File: src/rtl/edge_list_tsv_parser_macros.svh
// ----------------------------------------------------------------------------
// Edge-list TSV parser assertion macros
// Concurrent assertion forms used by the parser emitter.
// ----------------------------------------------------------------------------
`ifndef EDGE_LIST_TSV_PARSER_MACROS_SVH
`define EDGE_LIST_TSV_PARSER_MACROS_SVH

// Same-cycle implication, disabled during reset
`define ETP_ASSERT_IMPL(lbl, clk, rst_n, ante, cons, msg) \
    lbl: assert property (@(posedge clk) disable iff (!rst_n) (ante) |-> (cons)) \
        else $error(msg);

// Next-cycle implication, disabled during reset
`define ETP_ASSERT_NEXT(lbl, clk, rst_n, ante, cons, msg) \
    lbl: assert property (@(posedge clk) disable iff (!rst_n) (ante) |=> (cons)) \
        else $error(msg);

`endif

File: src/rtl/etp_pkg.sv
// ----------------------------------------------------------------------------
// Edge-list TSV parser package
// Types and constants shared by the parser front end, queue and emitter.
// ----------------------------------------------------------------------------
package etp_pkg;

    localparam int ACC_W       = 34;
    localparam int QUEUE_DEPTH = 4;

    localparam logic [7:0] CHAR_TAB  = 8'h09;
    localparam logic [7:0] CHAR_LF   = 8'h0A;
    localparam logic [7:0] CHAR_CR   = 8'h0D;
    localparam logic [7:0] CHAR_ZERO = 8'h30;
    localparam logic [7:0] CHAR_NINE = 8'h39;

    localparam logic [3:0] MAX_DIGITS = 4'd10;
    localparam logic [3:0] TALLY_SAT  = 4'd11;

    typedef enum logic [2:0] {
        PH_LINE   = 3'd0,
        PH_FIRST  = 3'd1,
        PH_TAB1   = 3'd2,
        PH_SECOND = 3'd3,
        PH_TAB2   = 3'd4,
        PH_WEIGHT = 3'd5
    } phase_t;

    typedef enum logic [2:0] {
        ST_EDGE     = 3'd0,
        ST_DIGIT    = 3'd1,
        ST_RANGE    = 3'd2,
        ST_TAB      = 3'd3,
        ST_TRAIL    = 3'd4,
        ST_NO_EDGES = 3'd5,
        ST_DONE     = 3'd6
    } status_t;

    typedef struct packed {
        logic [31:0] first;
        logic [31:0] second;
        logic [7:0]  weight;
        status_t     status;
        logic        is_end;
        logic        has_pre;
    } entry_t;

endpackage

File: src/rtl/etp_front.sv
// ----------------------------------------------------------------------------
// Edge-list TSV parser front end
// Classifies each byte, tracks line phase and number accumulation, and
// queues one record per byte that produces results.
// ----------------------------------------------------------------------------
module etp_front
(
    input  logic            clk,
    input  logic            rst_n,
    input  logic            accept,
    input  logic [7:0]      data_byte,
    input  logic            stream_end,
    output logic            push,
    output etp_pkg::entry_t push_entry
);
    import etp_pkg::*;

    phase_t              phase_reg, phase_next;
    logic [ACC_W-1:0]    acc_reg, acc_next;
    logic [3:0]          tally_reg, tally_next;
    logic [31:0]         held_first_reg, held_first_next;
    logic [31:0]         held_second_reg, held_second_next;
    logic                any_edge_reg, any_edge_next;
    logic                err_reg, err_next;

    logic                is_digit;
    logic                is_eol;
    logic                is_tab;
    logic [3:0]          digit_val;
    logic [ACC_W-1:0]    acc_x10;
    logic                node_oor;
    logic                weight_oor;

    assign is_digit   = (data_byte >= CHAR_ZERO) && (data_byte <= CHAR_NINE);
    assign is_eol     = (data_byte == CHAR_LF) || (data_byte == CHAR_CR);
    assign is_tab     = (data_byte == CHAR_TAB);
    assign digit_val  = data_byte[3:0];
    assign acc_x10    = {acc_reg[ACC_W-4:0], 3'b000} + {acc_reg[ACC_W-2:0], 1'b0}
                        + {{(ACC_W-4){1'b0}}, digit_val};
    assign node_oor   = (tally_reg > MAX_DIGITS) || (acc_reg[ACC_W-1:32] != '0);
    assign weight_oor = (tally_reg > MAX_DIGITS) || (acc_reg[ACC_W-1:8] != '0);

    // next phase
    always_comb
    begin
        phase_next = phase_reg;
        if (accept)
        begin
            if (stream_end)
            begin
                phase_next = PH_LINE;
            end
            else if (!err_reg)
            begin
                unique case (phase_reg)
                    PH_LINE:
                    begin
                        if (is_digit)
                        begin
                            phase_next = PH_FIRST;
                        end
                    end
                    PH_FIRST:
                    begin
                        if (!is_digit && !node_oor && is_tab)
                        begin
                            phase_next = PH_TAB1;
                        end
                    end
                    PH_SECOND:
                    begin
                        if (!is_digit && !node_oor && is_tab)
                        begin
                            phase_next = PH_TAB2;
                        end
                    end
                    PH_TAB1:
                    begin
                        if (is_digit)
                        begin
                            phase_next = PH_SECOND;
                        end
                    end
                    PH_TAB2:
                    begin
                        if (is_digit)
                        begin
                            phase_next = PH_WEIGHT;
                        end
                    end
                    default:
                    begin
                        if (!is_digit && !weight_oor && is_eol)
                        begin
                            phase_next = PH_LINE;
                        end
                    end
                endcase
            end
        end
    end

    // datapath and queued record
    always_comb
    begin
        acc_next         = acc_reg;
        tally_next       = tally_reg;
        held_first_next  = held_first_reg;
        held_second_next = held_second_reg;
        any_edge_next    = any_edge_reg;
        err_next         = err_reg;
        push             = 1'b0;
        push_entry       = '{first: '0, second: '0, weight: '0, status: ST_DONE,
                             is_end: 1'b0, has_pre: 1'b0};
        if (accept)
        begin
            if (stream_end)
            begin
                push              = 1'b1;
                push_entry.is_end = 1'b1;
                if (!err_reg)
                begin
                    case (phase_reg)
                        PH_LINE:
                        begin
                            push_entry.has_pre = !any_edge_reg;
                            push_entry.status  = ST_NO_EDGES;
                        end
                        PH_FIRST, PH_SECOND:
                        begin
                            push_entry.has_pre = 1'b1;
                            push_entry.status  = node_oor ? ST_RANGE : ST_TAB;
                        end
                        PH_WEIGHT:
                        begin
                            push_entry.has_pre = 1'b1;
                            if (weight_oor)
                            begin
                                push_entry.status = ST_RANGE;
                            end
                            else
                            begin
                                push_entry.status = ST_EDGE;
                                push_entry.first  = held_first_reg;
                                push_entry.second = held_second_reg;
                                push_entry.weight = acc_reg[7:0];
                            end
                        end
                        default:
                        begin
                            push_entry.has_pre = 1'b1;
                            push_entry.status  = ST_DIGIT;
                        end
                    endcase
                end
                acc_next         = '0;
                tally_next       = '0;
                held_first_next  = '0;
                held_second_next = '0;
                any_edge_next    = 1'b0;
                err_next         = 1'b0;
            end
            else if (!err_reg)
            begin
                case (phase_reg)
                    PH_LINE, PH_TAB1, PH_TAB2:
                    begin
                        if (is_digit)
                        begin
                            acc_next   = {{(ACC_W-4){1'b0}}, digit_val};
                            tally_next = 4'd1;
                        end
                        else if (!(phase_reg == PH_LINE && is_eol))
                        begin
                            push              = 1'b1;
                            push_entry.status = ST_DIGIT;
                            err_next          = 1'b1;
                        end
                    end
                    PH_FIRST, PH_SECOND:
                    begin
                        if (is_digit)
                        begin
                            if (tally_reg < MAX_DIGITS)
                            begin
                                acc_next = acc_x10;
                            end
                            if (tally_reg < TALLY_SAT)
                            begin
                                tally_next = tally_reg + 4'd1;
                            end
                        end
                        else if (node_oor)
                        begin
                            push              = 1'b1;
                            push_entry.status = ST_RANGE;
                            err_next          = 1'b1;
                        end
                        else if (is_tab)
                        begin
                            if (phase_reg == PH_FIRST)
                            begin
                                held_first_next = acc_reg[31:0];
                            end
                            else
                            begin
                                held_second_next = acc_reg[31:0];
                            end
                        end
                        else
                        begin
                            push              = 1'b1;
                            push_entry.status = ST_TAB;
                            err_next          = 1'b1;
                        end
                    end
                    default:
                    begin
                        if (is_digit)
                        begin
                            if (tally_reg < MAX_DIGITS)
                            begin
                                acc_next = acc_x10;
                            end
                            if (tally_reg < TALLY_SAT)
                            begin
                                tally_next = tally_reg + 4'd1;
                            end
                        end
                        else if (weight_oor)
                        begin
                            push              = 1'b1;
                            push_entry.status = ST_RANGE;
                            err_next          = 1'b1;
                        end
                        else if (is_eol)
                        begin
                            push              = 1'b1;
                            push_entry.status = ST_EDGE;
                            push_entry.first  = held_first_reg;
                            push_entry.second = held_second_reg;
                            push_entry.weight = acc_reg[7:0];
                            any_edge_next     = 1'b1;
                        end
                        else
                        begin
                            push              = 1'b1;
                            push_entry.status = ST_TRAIL;
                            err_next          = 1'b1;
                        end
                    end
                endcase
            end
        end
    end

    always_ff @(posedge clk or negedge rst_n)
    begin
        if (!rst_n)
        begin
            phase_reg       <= PH_LINE;
            acc_reg         <= '0;
            tally_reg       <= '0;
            held_first_reg  <= '0;
            held_second_reg <= '0;
            any_edge_reg    <= 1'b0;
            err_reg         <= 1'b0;
        end
        else
        begin
            phase_reg       <= phase_next;
            acc_reg         <= acc_next;
            tally_reg       <= tally_next;
            held_first_reg  <= held_first_next;
            held_second_reg <= held_second_next;
            any_edge_reg    <= any_edge_next;
            err_reg         <= err_next;
        end
    end

endmodule

File: src/rtl/etp_queue.sv
// ----------------------------------------------------------------------------
// Edge-list TSV parser record queue
// Short first-in first-out queue between the front end and the emitter.
// ----------------------------------------------------------------------------
module etp_queue
#(
    parameter int DEPTH = etp_pkg::QUEUE_DEPTH
)
(
    input  logic            clk,
    input  logic            rst_n,
    input  logic            push,
    input  etp_pkg::entry_t push_entry,
    input  logic            pop,
    output logic            full,
    output logic            head_valid,
    output etp_pkg::entry_t head_entry
);
    import etp_pkg::*;

    localparam int PTR_W = (DEPTH > 1) ? $clog2(DEPTH) : 1;
    localparam int CNT_W = $clog2(DEPTH + 1);

    entry_t             slot_reg [DEPTH];
    logic [PTR_W-1:0]   wr_ptr_reg, wr_ptr_next;
    logic [PTR_W-1:0]   rd_ptr_reg, rd_ptr_next;
    logic [CNT_W-1:0]   count_reg, count_next;
    logic               do_push;
    logic               do_pop;

    assign full       = (count_reg == CNT_W'(DEPTH));
    assign head_valid = (count_reg != '0);
    assign head_entry = slot_reg[rd_ptr_reg];
    assign do_push    = push && !full;
    assign do_pop     = pop && head_valid;

    always_comb
    begin
        wr_ptr_next = wr_ptr_reg;
        rd_ptr_next = rd_ptr_reg;
        count_next  = count_reg;
        if (do_push)
        begin
            wr_ptr_next = (wr_ptr_reg == PTR_W'(DEPTH - 1)) ? '0 : wr_ptr_reg + 1'b1;
        end
        if (do_pop)
        begin
            rd_ptr_next = (rd_ptr_reg == PTR_W'(DEPTH - 1)) ? '0 : rd_ptr_reg + 1'b1;
        end
        if (do_push && !do_pop)
        begin
            count_next = count_reg + 1'b1;
        end
        else if (do_pop && !do_push)
        begin
            count_next = count_reg - 1'b1;
        end
    end

    always_ff @(posedge clk)
    begin
        if (do_push)
        begin
            slot_reg[wr_ptr_reg] <= push_entry;
        end
    end

    always_ff @(posedge clk or negedge rst_n)
    begin
        if (!rst_n)
        begin
            wr_ptr_reg <= '0;
            rd_ptr_reg <= '0;
            count_reg  <= '0;
        end
        else
        begin
            wr_ptr_reg <= wr_ptr_next;
            rd_ptr_reg <= rd_ptr_next;
            count_reg  <= count_next;
        end
    end

endmodule

File: src/rtl/etp_back.sv
// ----------------------------------------------------------------------------
// Edge-list TSV parser emitter
// Expands queued records into result beats held in an output register;
// an end record with a pending result gives two beats.
// ----------------------------------------------------------------------------
`include "edge_list_tsv_parser_macros.svh"

module etp_back
(
    input  logic            clk,
    input  logic            rst_n,
    input  logic            head_valid,
    input  etp_pkg::entry_t head_entry,
    output logic            pop,
    output logic            out_valid,
    input  logic            out_stall,
    output logic [31:0]     first_node,
    output logic [31:0]     second_node,
    output logic [7:0]      edge_weight,
    output logic [2:0]      status,
    output logic            last_of_run
);
    import etp_pkg::*;

    logic           valid_reg, valid_next;
    logic           pending_reg, pending_next;
    logic [31:0]    first_reg, first_next;
    logic [31:0]    second_reg, second_next;
    logic [7:0]     weight_reg, weight_next;
    status_t        status_reg, status_next;
    logic           last_reg, last_next;
    logic           advance;

    assign advance = !valid_reg || !out_stall;
    assign pop     = advance && !pending_reg && head_valid;

    always_comb
    begin
        valid_next   = valid_reg;
        pending_next = pending_reg;
        first_next   = first_reg;
        second_next  = second_reg;
        weight_next  = weight_reg;
        status_next  = status_reg;
        last_next    = last_reg;
        if (advance)
        begin
            if (pending_reg)
            begin
                valid_next   = 1'b1;
                pending_next = 1'b0;
                first_next   = '0;
                second_next  = '0;
                weight_next  = '0;
                status_next  = ST_DONE;
                last_next    = 1'b1;
            end
            else if (head_valid)
            begin
                valid_next = 1'b1;
                if (head_entry.is_end && !head_entry.has_pre)
                begin
                    first_next  = '0;
                    second_next = '0;
                    weight_next = '0;
                    status_next = ST_DONE;
                    last_next   = 1'b1;
                end
                else
                begin
                    first_next   = head_entry.first;
                    second_next  = head_entry.second;
                    weight_next  = head_entry.weight;
                    status_next  = head_entry.status;
                    last_next    = !head_entry.is_end;
                    pending_next = head_entry.is_end;
                end
            end
            else
            begin
                valid_next = 1'b0;
            end
        end
    end

    always_ff @(posedge clk)
    begin
        first_reg  <= first_next;
        second_reg <= second_next;
        weight_reg <= weight_next;
        status_reg <= status_next;
        last_reg   <= last_next;
    end

    always_ff @(posedge clk or negedge rst_n)
    begin
        if (!rst_n)
        begin
            valid_reg   <= 1'b0;
            pending_reg <= 1'b0;
        end
        else
        begin
            valid_reg   <= valid_next;
            pending_reg <= pending_next;
        end
    end

    assign out_valid   = valid_reg;
    assign first_node  = first_reg;
    assign second_node = second_reg;
    assign edge_weight = weight_reg;
    assign status      = status_reg;
    assign last_of_run = last_reg;

    `ETP_ASSERT_IMPL(a_pending_has_beat, clk, rst_n, pending_reg, valid_reg, "pending done beat without a held beat")
    `ETP_ASSERT_NEXT(a_done_follows, clk, rst_n, valid_reg && !out_stall && pending_reg, valid_reg && (status_reg == ST_DONE) && last_reg, "done beat did not follow end result")
    `ETP_ASSERT_IMPL(a_not_last_pending, clk, rst_n, valid_reg && !last_reg, pending_reg, "non-final beat without a pending done beat")

endmodule

File: src/rtl/edge_list_tsv_parser.sv
// ----------------------------------------------------------------------------
// Edge-list TSV parser
// Parses tab-separated edge lines from a byte stream into edge records.
//
//   channel   direction   payload
//   in        input       data_byte, stream_end
//   out       output      first_node, second_node, edge_weight, status,
//                         last_of_run
//
// One byte per cycle while in_stall is low; a record passes through the record
// queue and the output register. An end item gives one or two beats.
// Reset returns the line phase to line start and empties the queue.
// in_stall rises only when the record queue is full; out_stall holds the
// output register and the front end runs on until the queue fills.
// ----------------------------------------------------------------------------
module edge_list_tsv_parser
#(
    parameter int QUEUE_DEPTH = etp_pkg::QUEUE_DEPTH
)
(
    input  logic        clk,
    input  logic        rst_n,
    input  logic        in_valid,
    output logic        in_stall,
    input  logic [7:0]  data_byte,
    input  logic        stream_end,
    output logic        out_valid,
    input  logic        out_stall,
    output logic [31:0] first_node,
    output logic [31:0] second_node,
    output logic [7:0]  edge_weight,
    output logic [2:0]  status,
    output logic        last_of_run
);
    import etp_pkg::*;

    logic   accept;
    logic   push;
    entry_t push_entry;
    logic   pop;
    logic   q_full;
    logic   head_valid;
    entry_t head_entry;

    assign in_stall = q_full;
    assign accept   = in_valid && !q_full;

    etp_front u_front
    (
        .clk        (clk),
        .rst_n      (rst_n),
        .accept     (accept),
        .data_byte  (data_byte),
        .stream_end (stream_end),
        .push       (push),
        .push_entry (push_entry)
    );

    etp_queue #(.DEPTH(QUEUE_DEPTH)) u_queue
    (
        .clk        (clk),
        .rst_n      (rst_n),
        .push       (push),
        .push_entry (push_entry),
        .pop        (pop),
        .full       (q_full),
        .head_valid (head_valid),
        .head_entry (head_entry)
    );

    etp_back u_back
    (
        .clk         (clk),
        .rst_n       (rst_n),
        .head_valid  (head_valid),
        .head_entry  (head_entry),
        .pop         (pop),
        .out_valid   (out_valid),
        .out_stall   (out_stall),
        .first_node  (first_node),
        .second_node (second_node),
        .edge_weight (edge_weight),
        .status      (status),
        .last_of_run (last_of_run)
    );

endmodule

File: config.mk
export PLATFORM = sky130hd
export DESIGN_NAME = edge_list_tsv_parser
export DESIGN_NICKNAME = d
export VERILOG_FILES = /design/src/rtl/etp_pkg.sv /design/src/rtl/etp_front.sv /design/src/rtl/etp_queue.sv /design/src/rtl/etp_back.sv /design/src/rtl/edge_list_tsv_parser.sv
export VERILOG_INCLUDE_DIRS = /design/src /design/src/rtl
export SDC_FILE = /design/constraint.sdc
export NUM_CORES = 1
export LEC_CHECK = 0
export ABC_AREA = 0
export BUFFER_PORTS_ARGS = -buffer_cell sky130_fd_sc_hd__buf_2
export CORE_UTILIZATION = 66
export CTS_CLUSTER_SIZE = 8
export DETAILED_ROUTE_END_ITERATION = 7
export PLACE_DENSITY = 0.84
export SLEW_MARGIN = 10
export SYNTH_ARGS = -nofsm -noshare
export SYNTH_HDL_FRONTEND = slang
export SYNTH_SLANG_ARGS = --single-unit
export TNS_END_PERCENT = 100
File: constraint.sdc
create_clock -name clk -period 7.4 [get_ports clk]
set_input_delay 1.11 -clock clk [delete_from_list [all_inputs] [get_ports clk]]
set_output_delay 1.11 -clock clk [all_outputs]
set_load 0.03 [all_outputs]
==> metrics.md <==
| Metric | Value |
|---|---|
| Synth unique cells | `74` |
| CP Capture Type | `register` |
| Share of cells above drive strength 1 | `0.189` |
| Starting Density | `0.671` |
| Seq/Total Area, Yosys | `0.659` |
| Hold Fails Final Rpt | `0` |
| I/O pins | `91` |
| Multiplexer share of the synthesized area | `0.117` |
| Reg power frac | `0.429` |
| Largest register FFs | `around 300` |
| Main combinational cell family by area after synthesis | `multiplexers` |
| DR pass1 iterations | `5` |
| Ant. Diodes | `0` |
| CP Max Fanout | `50` |
| Area of the die | `~0.034 mm2` |
| Rows | `66` |
| Number of global-route vias before repair | `between 10,000 and 15,000` |
| Core area | `~0.033 mm2` |
| Compound-gate portion of the synthesized area | `0.0569` |
| Setup bufs post-CTS | `0` |
| CP cell instances | `buf_2 -> inv_1 -> o22ai_2 -> and2_4 -> buf_4` |
| Final setup margin | `roughly 3.5 ns` |
| Critical path launch point type | `input port` |
| Pleak | `9.77 nW` |
| Area share of the largest cell type after synthesis | `0.527` |
| Initial antenna violation count | `1` |
| Yosys top cell by area | `edfxtp_1` |
| Clk network pwr share | `0.317` |
| H-Tree Depth | `3` |
| Max incr delay on CP | `0.71 ns` |
| Register bit total from synthesis | `500` |
| Most frequent cells in the layout | `edfxtp_1, nor2b_1, dfrtp_1, buf_2, mux4_2` |
| Minimum clock period after layout | `3.89 ns` |
| # fillers | `1,798` |
| Critical path's top delay family | `buffers and inverters` |
| Crit-path slowest cell | `buf_2` |
| Int Power | `6.59 mW` |
| Ys async rst share | `0.232` |
| YS warnings | `0` |
| Mapped Avg Cell Area | `15.7 um2` |
| HPWL after detailed placement | `26,700 um` |
| PostCTS Resize Cnt | `0` |
| Final period util | `0.526` |
| Busiest grt layer | `met2` |
| Overall routing resource usage | `0.291` |
| Synth Flop Type | `edfxtp_1` |
| Fmax | `0.257 GHz` |
| Setup TNS | `0 ns` |
| Final Skew | `0.0343 ns` |
| Clock transition at the registers of the reported paths | `0.05 ns` |
| Post-Synthesis Cells | `approximately 1,400` |
| Mapped Nets | `1,477` |
| DR iter-0 viols | `1,111` |
| Grt total ovfl | `0` |
| Number of synthesized flops with an enable pin | `384` |
| M1 GR Usage | `0.397` |
| Die Y | `about 180 um` |
| Port Buffers | `90` |
| Post-synthesis xor/xnor area fraction | `0.0108` |
| Skew-Pair Late Insertion Delay | `between 0.5 and 0.6 ns` |
| Max Cap Viol | `0` |
| Logic pwr share | `0.255` |
| Global-route wire length before repair | `73,000 um` |
| Worst vdd ir | `0.360 mV` |
| Setup Crit Path Kind | `input port to register` |
| P&R area growth vs syn | `13.4%` |
| CP required | `~7.6 ns` |
| WL/cell | `between 20 and 25 um` |
| GP Congestion | `roughly 0.9` |
| Max-slew violations | `0` |
| PD cells | `just under 400 mW/mm2` |
| Final setup vio count | `0` |
| NetSw | `2.99 mW` |
| Clk sinks | `500` |
| RSZ-0062 raised after global routing | `false` |
| Num CTS Buffers | `72` |
| Switch share | `0.312` |
| Met2 Usage GRT | `0.479` |
| Hold Path Class | `register to register` |
| Final ANT Viol Nets | `0` |
| Commonest non-fill, non-tap cell in the layout | `edfxtp_1` |
| Clk buf depth | `3` |
| Final wirelength | `47,600 um` |
| Critical path data arrival time | `4.06 ns` |
| Die W | `184 um` |
| Hold buffers post-CTS | `0` |
| Adder-cell area share of the yosys netlist | `0.0428` |
| Top post-synthesis cells by area | `edfxtp_1, dfrtp_1, mux4_2` |
| Final Net Count | `1,587` |
| Pin count of the biggest net entering global routing | `76` |
| Post-Place Setup Slack | `2.98 ns` |
| Simple-gate share of the synthesized area | `0.0972` |
| # DRC | `0` |
| Vias | `12,600` |
| Status | `finished clean` |
| Worst Path Buf+Inv | `3` |
| CTS tree | `done` |
| Post-Syn Area | `approximately 0.022 mm2` |
| Root buf cell | `clkbuf_16` |
| GRT met3 Usage | `0.0528` |
| Worst-Margin Slew | `0.980 ns` |
| Via density | `~6.3` |
| Slew headroom | `0.346` |
-- final timing paths --
check | start | endpoint | slack (ns) | cells after the start
worst min-delay path | u_front.held_second_reg[26]$_DFFE_PN0P_ | u_front.held_second_reg[26]$_DFFE_PN0P_ | 0.48 | 1
max in group asynchronous | rst_n | u_front.held_second_reg[17]$_DFFE_PN0P_ | 5.38 | 2
worst max register to register | u_queue.count_reg[2]$_DFFE_PN0P_ | u_queue.slot_reg[3][29]$_DFFE_PP_ | 3.94 | 6
worst min register to register | u_front.held_second_reg[26]$_DFFE_PN0P_ | u_front.held_second_reg[26]$_DFFE_PN0P_ | 0.48 | 1
min in group asynchronous | rst_n | u_queue.count_reg[0]$_DFFE_PN0P_ | 0.61 | 1
worst max-delay path | stream_end | u_queue.slot_reg[3][29]$_DFFE_PP_ | 3.51 | 5
-- through the flow --
stage	total power [mW]	cells	cell area [um2]	hold WS (ns)	util
2_1_floorplan	5.88	1391	21900	0.449	-
3_3_place_gp	6.44	1869	22700	0.459	0.697
3_5_place_dp	6.55	1869	22700	0.467	0.697
4_1_cts	9.63	1998	24800	0.485	0.761
5_1_grt	9.93	1998	24800	0.504	0.761
6_report	9.58	1998	24800	0.484	0.761
-- per-layer routing --
layer,up-vias,part of all wire
li1,5549,-
met4,2,0.024
met2,520,0.50
met3,91,0.066
met1,6436,0.41
met5,-,0.00021
-- logic make-up after synthesis --
group,Yosys count
mux,151
fa+ha+maj,73
simple gates,378
flops,500
buf+inv,81
compound gates,181
xor+xnor,27
-- Yosys cell counts (7+ instances only) --
master	number
dfrtp_1	116
nor2b_1	114
a21oi_1	37
mux2_1	62
a31oi_1	8
o21ai_0	40
nor3_1	7
nor2_1	46
nor4_1	7
inv_1	14
nand3_1	9
o31ai_1	14
xor2_1	15
clkbuf_1	34
mux4_2	77
edfxtp_1	384
and2_1	80
xnor2_1	12
nand2_1	63
a21o_1	22
ha_1	70
buf_2	27
nand4_1	8
and3_1	8
-- layout make-up --
type,count,area (um2),share of cell area
sequential,500,14400,0.582
clock buffer,126,2070,0.0833
multi-input combinational,810,7130,0.287
tap,442,553,0.0223
inverter,14,52.6,0.00212
clock inverter,3,33.8,0.00136
timing repair buffer,103,551,0.0222
-- worst register-to-register path, stage by stage, from the launching register on --
cell and delay, ns:
dfrtp_1 0.41, nor3b_1 0.19, nor2b_1 0.58, nand2b_1 0.23
o22ai_2 0.36, and2_4 0.53, buf_4 0.72
-- power groups by stage --
stage          clock network, mW  registers [mW]  logic (mW)
6_report                    3.03            4.11        2.44
3_3_place_gp                   0            4.08        2.36
5_1_grt                     3.17            4.16        2.60
2_1_floorplan                  0            4.46        1.42
3_5_place_dp                   0            4.13        2.42
4_1_cts                     3.05            4.11        2.47
(Power assumes the default switching activity.)
